<file path="config.mk">
export PLATFORM = sky130hd
export DESIGN_NAME = directional_neighbor_select_core
export DESIGN_NICKNAME = d
export VERILOG_FILES = /design/src/hdl/dns_pkg.sv /design/src/hdl/dns_ram.sv /design/src/hdl/dns_ctrl.sv /design/src/hdl/dns_dp.sv /design/src/hdl/directional_neighbor_select_core.sv
export SDC_FILE = /design/constraint.sdc
export NUM_CORES = 2
export LEC_CHECK = 0
export BUFFER_PORTS_ARGS = -buffer_cell sky130_fd_sc_hd__buf_2
export CAP_MARGIN = 20
export CORE_MARGIN = 1.5
export CORE_UTILIZATION = 55
export DETAILED_ROUTE_END_ITERATION = 6
export PLACE_DENSITY = 0.71
export RECOVER_POWER = 50
export SETUP_SLACK_MARGIN = 0.1
export SYNTH_ARGS = -nofsm -noshare
export SYNTH_HDL_FRONTEND = slang
export SYNTH_SLANG_ARGS = --single-unit
export TNS_END_PERCENT = 5
</file>
<file path="constraint.sdc">
create_clock -name clk -period 8.3 [get_ports clk]
set_input_delay 0.415 -clock clk [delete_from_list [all_inputs] [get_ports clk]]
set_output_delay 0.415 -clock clk [all_outputs]
set_load 0.05 [all_outputs]
</file>
<file path="src/hdl/dns_pkg.sv">
`default_nettype none
package dns_pkg;

	// Table geometry
	localparam int MAX_WINDOWS = 16;
	localparam int IDX_W       = $clog2(MAX_WINDOWS);
	localparam int CNT_W       = 5;
	localparam int ENTRY_W     = 62;
	// Edges reach x + w, middles differ by up to about 82k
	localparam int EDGE_W      = 18;
	localparam int DIST_W      = 17;

	// Function codes
	localparam logic [1:0] FUNC_LOAD  = 2'd0;
	localparam logic [1:0] FUNC_NEXT  = 2'd1;
	localparam logic [1:0] FUNC_FIRST = 2'd2;

	// Configuration register indexes
	localparam int         CFG_IDX_W  = 2;
	localparam int         CFG_DATA_W = 5;
	localparam logic [CFG_IDX_W-1:0] REG_MODE  = 2'd0;
	localparam logic [CFG_IDX_W-1:0] REG_COUNT = 2'd1;

	typedef enum logic [1:0] {
		DIR_LEFT  = 2'd0,
		DIR_UP    = 2'd1,
		DIR_RIGHT = 2'd2,
		DIR_DOWN  = 2'd3
	} dir_t;

	typedef enum logic [2:0] {
		ST_IDLE,
		ST_CHECK,
		ST_P1,
		ST_P2,
		ST_FIN,
		ST_DONE
	} state_t;

	// What a table read is for
	typedef enum logic [1:0] {
		RD_NONE,
		RD_CUR,
		RD_P1,
		RD_P2
	} rd_kind_t;

	typedef struct packed {
		rd_kind_t rd_kind;
		logic     idx_clr;
		logic     idx_inc;
	} dns_cmd_t;

	typedef struct packed {
		logic skip;
		logic last;
	} dns_stat_t;

	typedef struct packed {
		logic        [14:0] h;
		logic        [14:0] w;
		logic signed [15:0] y;
		logic signed [15:0] x;
	} rect_t;

	typedef logic signed [EDGE_W-1:0] edge_t;

	// Horizontal middle, x + w/2 truncated
	function automatic edge_t hmid(rect_t b);
		edge_t xe;
		edge_t we;
		xe = EDGE_W'(b.x);
		we = signed'(EDGE_W'(b.w));
		return xe + (we >>> 1);
	endfunction

	function automatic edge_t vmid(rect_t b);
		edge_t ye;
		edge_t he;
		ye = EDGE_W'(b.y);
		he = signed'(EDGE_W'(b.h));
		return ye + (he >>> 1);
	endfunction

	// Edge met first when traveling toward this rectangle
	function automatic edge_t near_edge(rect_t b, dir_t d, logic center);
		edge_t xe;
		edge_t ye;
		edge_t we;
		edge_t he;
		edge_t r;
		xe = EDGE_W'(b.x);
		ye = EDGE_W'(b.y);
		we = signed'(EDGE_W'(b.w));
		he = signed'(EDGE_W'(b.h));
		if (center) begin
			r = (d == DIR_LEFT || d == DIR_RIGHT) ? hmid(b) : vmid(b);
		end else begin
			unique case (d)
				DIR_LEFT:  r = xe + we;
				DIR_UP:    r = ye + he;
				DIR_RIGHT: r = xe;
				DIR_DOWN:  r = ye;
				default:   r = xe;
			endcase
		end
		return r;
	endfunction

	// Edge left behind when leaving this rectangle
	function automatic edge_t far_edge(rect_t b, dir_t d, logic center);
		edge_t xe;
		edge_t ye;
		edge_t we;
		edge_t he;
		edge_t r;
		xe = EDGE_W'(b.x);
		ye = EDGE_W'(b.y);
		we = signed'(EDGE_W'(b.w));
		he = signed'(EDGE_W'(b.h));
		if (center) begin
			r = (d == DIR_LEFT || d == DIR_RIGHT) ? hmid(b) : vmid(b);
		end else begin
			unique case (d)
				DIR_LEFT:  r = xe;
				DIR_UP:    r = ye;
				DIR_RIGHT: r = xe + we;
				DIR_DOWN:  r = ye + he;
				default:   r = xe;
			endcase
		end
		return r;
	endfunction

	function automatic edge_t cross_mid(rect_t b, dir_t d);
		return (d == DIR_LEFT || d == DIR_RIGHT) ? vmid(b) : hmid(b);
	endfunction

endpackage
`default_nettype wire

</file>
<file path="src/hdl/dns_ram.sv">
`default_nettype none
module dns_ram #(
	parameter int WIDTH = 8,
	parameter int DEPTH = 16
) (
	input  wire logic                     clk,
	input  wire logic                     we,
	input  wire logic [$clog2(DEPTH)-1:0] waddr,
	input  wire logic [WIDTH-1:0]         wdata,
	input  wire logic                     re,
	input  wire logic [$clog2(DEPTH)-1:0] raddr,
	output logic      [WIDTH-1:0]         rdata
);

	logic [WIDTH-1:0] mem_q [DEPTH];

	// One write port, one registered read port
	always_ff @(posedge clk) begin
		if (we) begin
			mem_q[waddr] <= wdata;
		end
		if (re) begin
			rdata <= mem_q[raddr];
		end
	end

endmodule
`default_nettype wire

</file>
<file path="src/hdl/dns_ctrl.sv">
`default_nettype none
module dns_ctrl
	import dns_pkg::*;
(
	input  wire logic      clk,
	input  wire logic      arst_n,
	input  wire logic      start,
	input  wire logic [1:0] func,
	input  wire dns_stat_t stat,
	output logic           busy,
	output logic           acc,
	output logic           done,
	output dns_cmd_t       cmd
);

	state_t state_q;
	state_t state_nxt;

	assign busy = (state_q != ST_IDLE);
	assign acc  = start & ~busy;

	always_ff @(posedge clk or negedge arst_n) begin
		if (!arst_n) begin
			state_q <= ST_IDLE;
		end else begin
			state_q <= state_nxt;
		end
	end

	// Next state
	always_comb begin
		state_nxt = state_q;
		unique case (state_q)
			ST_IDLE: begin
				if (acc && (func == FUNC_NEXT || func == FUNC_FIRST)) begin
					state_nxt = ST_CHECK;
				end
			end
			ST_CHECK: begin
				state_nxt = stat.skip ? ST_DONE : ST_P1;
			end
			ST_P1: begin
				if (stat.last) begin
					state_nxt = ST_P2;
				end
			end
			ST_P2: begin
				if (stat.last) begin
					state_nxt = ST_FIN;
				end
			end
			ST_FIN:  state_nxt = ST_DONE;
			ST_DONE: state_nxt = ST_IDLE;
			default: state_nxt = ST_IDLE;
		endcase
	end

	// Outputs: each read is consumed by the datapath in the next cycle
	always_comb begin
		cmd  = '{rd_kind: RD_NONE, idx_clr: 1'b0, idx_inc: 1'b0};
		done = 1'b0;
		unique case (state_q)
			ST_IDLE: ;
			ST_CHECK: begin
				cmd.rd_kind = stat.skip ? RD_NONE : RD_CUR;
				cmd.idx_clr = 1'b1;
			end
			ST_P1: begin
				cmd.rd_kind = RD_P1;
				cmd.idx_clr = stat.last;
				cmd.idx_inc = ~stat.last;
			end
			ST_P2: begin
				cmd.rd_kind = RD_P2;
				cmd.idx_inc = ~stat.last;
			end
			ST_FIN: ;
			ST_DONE: done = 1'b1;
			default: ;
		endcase
	end

endmodule
`default_nettype wire

</file>
<file path="src/hdl/dns_dp.sv">
`default_nettype none
module dns_dp
	import dns_pkg::*;
(
	input  wire logic                  clk,
	input  wire logic                  arst_n,
	input  wire logic                  acc,
	input  wire logic [1:0]            func,
	input  wire logic [3:0]            slot,
	input  wire logic signed [15:0]    x_pos,
	input  wire logic signed [15:0]    y_pos,
	input  wire logic [14:0]           width,
	input  wire logic [14:0]           height,
	input  wire logic [1:0]            direction,
	input  wire logic                  cfg_we,
	input  wire logic [CFG_IDX_W-1:0]  cfg_index,
	input  wire logic [CFG_DATA_W-1:0] cfg_data,
	input  wire dns_cmd_t              cmd,
	output dns_stat_t                  stat,
	output logic                       found,
	output logic [3:0]                 target_slot
);

	// Configuration
	logic             mode_q;
	logic [CNT_W-1:0] wcount_q;

	// Query context
	logic [IDX_W-1:0] slot_q;
	dir_t             dir_q;
	logic             wrap_q;
	logic [CNT_W-1:0] cnt_q;
	logic [IDX_W-1:0] idx_q;

	// Read pipeline
	rd_kind_t         kind_s1;
	logic [IDX_W-1:0] idx_s1;
	logic [ENTRY_W-1:0] rdata;
	rect_t            rd_rect;

	// Search state
	edge_t             ref_q;
	edge_t             mid_q;
	edge_t             best_q;
	logic              have_best_q;
	logic [DIST_W-1:0] dist_q;
	logic [IDX_W-1:0]  win_q;
	logic              have_win_q;

	edge_t             n_edge;
	edge_t             f_edge;
	edge_t             c_mid;
	edge_t             diff;
	logic [DIST_W-1:0] cross_gap;
	logic              backward;
	logic              qual;
	logic              take_best;
	logic              take_win;
	rect_t             wr_rect;

	// Configuration registers
	always_ff @(posedge clk or negedge arst_n) begin
		if (!arst_n) begin
			mode_q   <= 1'b0;
			wcount_q <= '0;
		end else if (cfg_we) begin
			unique case (cfg_index)
				REG_MODE:  mode_q   <= cfg_data[0];
				REG_COUNT: wcount_q <= cfg_data;
				default: ;
			endcase
		end
	end

	// Rectangle table
	assign wr_rect = '{h: height, w: width, y: y_pos, x: x_pos};

	dns_ram #(
		.WIDTH(ENTRY_W),
		.DEPTH(MAX_WINDOWS)
	) u_ram (
		.clk   (clk),
		.we    (acc && func == FUNC_LOAD),
		.waddr (slot),
		.wdata (wr_rect),
		.re    (cmd.rd_kind != RD_NONE),
		.raddr ((cmd.rd_kind == RD_CUR) ? slot_q : idx_q),
		.rdata (rdata)
	);

	assign rd_rect = rect_t'(rdata);

	// Latch query on accept, clamp count to table size
	always_ff @(posedge clk) begin
		if (acc) begin
			slot_q <= slot;
			dir_q  <= dir_t'(direction);
			wrap_q <= (func == FUNC_FIRST);
			cnt_q  <= (wcount_q > CNT_W'(MAX_WINDOWS)) ? CNT_W'(MAX_WINDOWS) : wcount_q;
		end
	end

	assign stat.skip = (cnt_q == '0) || ({1'b0, slot_q} >= cnt_q);
	assign stat.last = ({1'b0, idx_q} == (cnt_q - CNT_W'(1)));

	// Scan index and read tag
	always_ff @(posedge clk or negedge arst_n) begin
		if (!arst_n) begin
			idx_q   <= '0;
			kind_s1 <= RD_NONE;
		end else begin
			kind_s1 <= cmd.rd_kind;
			if (cmd.idx_clr) begin
				idx_q <= '0;
			end else if (cmd.idx_inc) begin
				idx_q <= idx_q + IDX_W'(1);
			end
		end
	end

	always_ff @(posedge clk) begin
		idx_s1 <= idx_q;
	end

	// Edge arithmetic on the word just read
	assign n_edge    = near_edge(rd_rect, dir_q, mode_q);
	assign f_edge    = far_edge(rd_rect, dir_q, mode_q);
	assign c_mid     = cross_mid(rd_rect, dir_q);
	assign diff      = c_mid - mid_q;
	assign cross_gap = diff[EDGE_W-1] ? DIST_W'(-diff) : DIST_W'(diff);
	assign backward  = (dir_q == DIR_LEFT) || (dir_q == DIR_UP);

	always_comb begin
		if (wrap_q) begin
			qual = 1'b1;
		end else if (backward) begin
			qual = mode_q ? (n_edge < ref_q) : (n_edge <= ref_q);
		end else begin
			qual = mode_q ? (n_edge > ref_q) : (n_edge >= ref_q);
		end
	end

	assign take_best = (kind_s1 == RD_P1) && qual &&
		(!have_best_q || (backward ? (n_edge > best_q) : (n_edge < best_q)));
	assign take_win  = (kind_s1 == RD_P2) && have_best_q && (n_edge == best_q) &&
		(!have_win_q || (cross_gap < dist_q));

	// Search flags
	always_ff @(posedge clk or negedge arst_n) begin
		if (!arst_n) begin
			have_best_q <= 1'b0;
			have_win_q  <= 1'b0;
		end else if (acc) begin
			have_best_q <= 1'b0;
			have_win_q  <= 1'b0;
		end else begin
			if (take_best) begin
				have_best_q <= 1'b1;
			end
			if (take_win) begin
				have_win_q <= 1'b1;
			end
		end
	end

	// Search values
	always_ff @(posedge clk) begin
		if (kind_s1 == RD_CUR) begin
			ref_q <= f_edge;
			mid_q <= c_mid;
		end
		if (take_best) begin
			best_q <= n_edge;
		end
		if (take_win) begin
			dist_q <= cross_gap;
			win_q  <= idx_s1;
		end
	end

	assign found       = have_win_q;
	assign target_slot = have_win_q ? 4'(win_q) : 4'd0;

endmodule
`default_nettype wire

</file>
<file path="src/hdl/directional_neighbor_select_core.sv">
// Directional neighbor select.
// Keeps a table of up to 16 rectangles and picks the neighbor of a current
// rectangle in a given direction (left, up, right, down).
// Input: a word is taken when start is high and busy is low. func 0 loads
// x_pos/y_pos/width/height into slot at once and gives no result; func 1
// (next) and func 2 (first, wraps) query from slot toward direction.
// func 3 is taken and ignored.
// Config: cfg_valid/cfg_ready write cfg_data to register cfg_index
// (0 relation mode, 1 window count); cfg_ready is always high. Write only
// while busy is low.
// Result: each query yields one word; done is high for one cycle with
// found and target_slot valid. The receiver cannot stall the block.
// Flow: a query makes two passes over the table through its single read
// port; an empty table or out-of-range slot goes from the check straight
// to done. One query at a time.
// Reset: clears mode, count and control; table contents are undefined
// until loaded.
`default_nettype none
module directional_neighbor_select_core
	import dns_pkg::*;
(
	input  wire logic                  clk,
	input  wire logic                  arst_n,
	input  wire logic                  start,
	output logic                       busy,
	input  wire logic [1:0]            func,
	input  wire logic [3:0]            slot,
	input  wire logic signed [15:0]    x_pos,
	input  wire logic signed [15:0]    y_pos,
	input  wire logic [14:0]           width,
	input  wire logic [14:0]           height,
	input  wire logic [1:0]            direction,
	input  wire logic                  cfg_valid,
	output logic                       cfg_ready,
	input  wire logic [CFG_IDX_W-1:0]  cfg_index,
	input  wire logic [CFG_DATA_W-1:0] cfg_data,
	output logic                       done,
	output logic                       found,
	output logic [3:0]                 target_slot
);

	logic      acc;
	dns_cmd_t  cmd;
	dns_stat_t stat;

	assign cfg_ready = 1'b1;

	dns_ctrl u_ctrl (
		.clk    (clk),
		.arst_n (arst_n),
		.start  (start),
		.func   (func),
		.stat   (stat),
		.busy   (busy),
		.acc    (acc),
		.done   (done),
		.cmd    (cmd)
	);

	dns_dp u_dp (
		.clk         (clk),
		.arst_n      (arst_n),
		.acc         (acc),
		.func        (func),
		.slot        (slot),
		.x_pos       (x_pos),
		.y_pos       (y_pos),
		.width       (width),
		.height      (height),
		.direction   (direction),
		.cfg_we      (cfg_valid & cfg_ready),
		.cfg_index   (cfg_index),
		.cfg_data    (cfg_data),
		.cmd         (cmd),
		.stat        (stat),
		.found       (found),
		.target_slot (target_slot)
	);

endmodule
`default_nettype wire

</file>
==> out/metrics.yaml <==
critical_path:
  crit_path_end: "u_dp.dist_q[13]$_DFFE_PP_"
  cp_max_fo: 21
  critPathArrivalTime_ps: 7830
  critPathMaxStageDelay_ps: 760
  timing.rr.end: "u_dp.dist_q[13]$_DFFE_PP_"
  reg2reg_slack_ps: 750
  crit_slowest_cell: "o21a_1"
  worstSetupPathType: "reg2reg"
  crit_path_end_kind: "register"
  r2r_start: "u_dp.u_ram.rdata[33]$_DFFE_PP_"
  reg2reg_depth: 30
  crit_start: "u_dp.u_ram.rdata[33]$_DFFE_PP_"
  start_kind: "register"
  crit_required_ps: 8570
global_route:
  grt_pass1_vias: 27600
  grt_pass1_wl_mm: 177
  grt_overflow_total: 0
  antenna_found_initial: 9
  grt_max_degree: 107
  track_usage_pct: 26.4
run_status:
  violations: "capacitance limit, slew limit"
  run_status: "finished with violations"
timing:
  finalCritPeriodShare_pct: 91.0
  maxSlewHeadroom_pct: -80.2
  timing.final.crit_period_ps: 7550
  rsz0062_at_grt: "false"
  hold_violations: 0
  setup_violations: 0
  fin_setup_tns_ps: 0
  fin_skew_ps: 67.5
  drv_slew: 142
  fmax_mhz: 132
  timing.hold.ws_ps: 111
  tightest_slew_ps: 2700
pwr:
  ir_drop_v: 0.000367
  internal-power_w: 0.0141
  power_switching_w: 0.00883
  switching_share_pct: 38.6
  p_clk_share_pct: 21.5
  seqPwrFrac_pct: 33.0
  p_per_area_mw_per_mm2: 417
  p_comb_share_pct: 45.5
  p_leak_nw: 19.7
place:
  portBuffers: 87
  dp.cells: 4314
  gp_routability_congestion: 0.956
  hpwl_mm: 70.2
synthesis:
  synthSimpleGateAreaFrac_pct: 4.15
  synth_edf_count: 1138
  ys_seq_area_share_pct: 69.9
  syn_area_mm2: 0.0496
  synthArstFlopShare_pct: 1.47
  synthAdderAreaFrac_pct: 3.58
  ys.flop_type: "edfxtp_1"
  synthMuxAreaShare_pct: 11.1
  synthXorXnorAreaFrac_pct: 1.48
  ys_ff_latch: 1159
  ys_types: 80
  synth_compound_area_share_pct: 7.51
  syn-num-nets: 3374
  synthCells: 3154
  ys_warn_count: 0
  syn_area_per_cell_um2: 15.7
  synth_top_family_by_area: "multiplexers"
worst_hold_path:
  hp-class: "in2reg"
floorplan:
  io_pins: 89
  num_rows: 109
  start_util_pct: 55.8
  design.core.area_mm2: 0.0889
  die-area_mm2: 0.0920
  die_y_um: 303
  die_w_um: 303
run:
  cap_violations: 4
clocking:
  clock_path_buffers: 3
  cts_tree: "done"
  clk_pin_slew_ps: 60
  clockRootBuffer: "clkbuf_16"
  clkLatencyLatePin_ps: 700
  cts_buffers: 113
  htreeDepth: 3
  post_cts_resized: 0
  clock_sinks: 1159
drt:
  vias: 28300
  wl_per_cell_um: 26.9
  ant_nets: 0
  route.detailed.drc: 0
  drtIter0Drc: 2830
  drt_pass1_iterations: 6
  via_per_inst: 6.24
  wl_mm: 122
finish:
  fin_nets: 3494
  final_cell_mix: "1,138 x edfxtp_1, 523 x mux2i_1, 252 x o22ai_1"
  final_common_cell: "edfxtp_1"
  drive_gt1_share_pct: 8.07
  area_delta_synth_final_pct: 10.7
  fin_cells: 4535
  final_util_pct: 61.7
  diodes: 0
## per-stage QoR
step | area, um^2 | setup WS (ps) | total power [W]
6_report | 54900 | 746 | 0.0229
2_1_floorplan | 49600 | 1070 | 0.0151
5_1_grt | 54900 | 136 | 0.0242
3_5_place_dp | 51400 | 756 | 0.0180
3_3_place_gp | 51400 | 990 | 0.0177
4_1_cts | 55000 | 686 | 0.0229
## kinds of logic after synthesis
kind of cell             after synthesis
other                                  1
buffers and inverters                247
multiplexers                         543
flip-flops                          1159
AO/OA/AOI/OAI                        587
AND/OR/NAND/NOR                      394
adder cells (fa/ha/maj)              139
XOR/XNOR                              84
## cells in the mapped netlist, drive strengths merged, types with 10 or more instances
cell	instances	area, um^2
dfrtp	17	425
or4	63	473
xor2	35	307
o21a	20	150
nand2	89	334
clkbuf	77	289
ha	134	1680
xnor2	49	429
edfxtp	1138	34200
a21oi	92	460
nor2b	19	119
mux2i	523	5240
o21bai	14	105
mux2	18	206
nand3	16	80.1
and2	10	62.6
nor3	26	130
buf	62	463
o21ai	84	424
a21o	34	255
nand4	12	75.1
o31ai	13	97.6
o22ai	253	1580
nor2	97	364
nand2b	18	113
inv	107	402
## flip-flops by register name (all words and copies together) (netlist names), 4 cells and up
register / count
u_dp.u_ram.rdata: 62
u_dp.mid_q: 17
u_dp.idx_s1: 4
u_dp.slot_q: 4
u_dp.dist_q: 17
u_dp.best_q: 17
u_dp.idx_q: 4
u_dp.wcount_q: 5
u_dp.u_ram.mem_q: 992
u_dp.win_q: 4
u_dp.ref_q: 17
u_dp.cnt_q: 5
## routing by layer
metal  global-route usage, %  routed length, um  up-vias
met5                       0                 60        -
met1                    35.8              49300    14300
met3                    3.86               8690      204
met2                    43.8              59700     1120
li1                        -                  -    12700
met4                    9.69               4270        8
## critical path, delay by kind of cell (launching register included)
kind | cells | cell delay [ps]
compound gates | 18 | 4260
xor+xnor | 1 | 100
fa+ha+maj | 4 | 1370
buf+inv | 1 | 190
flops | 1 | 450
simple gates | 6 | 740
## cell type report
type                    instances  area (um^2)
flip-flops and latches       1159        34700
multi-input cells            1748        14000
clock buffers                 139         2960
repair buffers                144          827
clock inverters                72          629
fillers                      6484        34000
well taps                    1165         1460
inverters                     108          405
## worst min path at each step
| stage | start | end | slack, ps | cells past startpoint |
|---|---|---|---|---|
| 2_1_floorplan | arst_n | u_ctrl.state_q[0]$_DFFE_PN0P_ | 120 | 0 |
| 3_3_place_gp | arst_n | u_dp.mode_q$_DFFE_PN0P_ | 360 | 1 |
| 6_report | cfg_index[1] | u_dp.mode_q$_DFFE_PN0P_ | 110 | 3 |
| 5_1_grt | cfg_index[1] | u_dp.mode_q$_DFFE_PN0P_ | 90 | 3 |
| 4_1_cts | y_pos[1] | u_dp.u_ram.mem_q[10][17]$_DFFE_PP_ | 40 | 1 |
| 3_5_place_dp | arst_n | u_dp.wcount_q[2]$_DFFE_PN0P_ | 360 | 1 |
## power by group through the flow
stage / Sequential (W) / Clock [W] / Combinational [W]
finish: 0.00756 / 0.00492 / 0.0104
global route: 0.00759 / 0.00521 / 0.0114
CTS: 0.00755 / 0.00499 / 0.0104
detailed placement: 0.00767 / 0 / 0.0103
global placement: 0.00766 / 0 / 0.0100
floorplan: 0.00747 / 0 / 0.00764
## repair_timing
action,in CTS,in global routing
hold buffers,10,0
hold endpoints to repair,27,0
buffers inserted,0,0
Note: power is estimated with default switching activity, not from simulation.
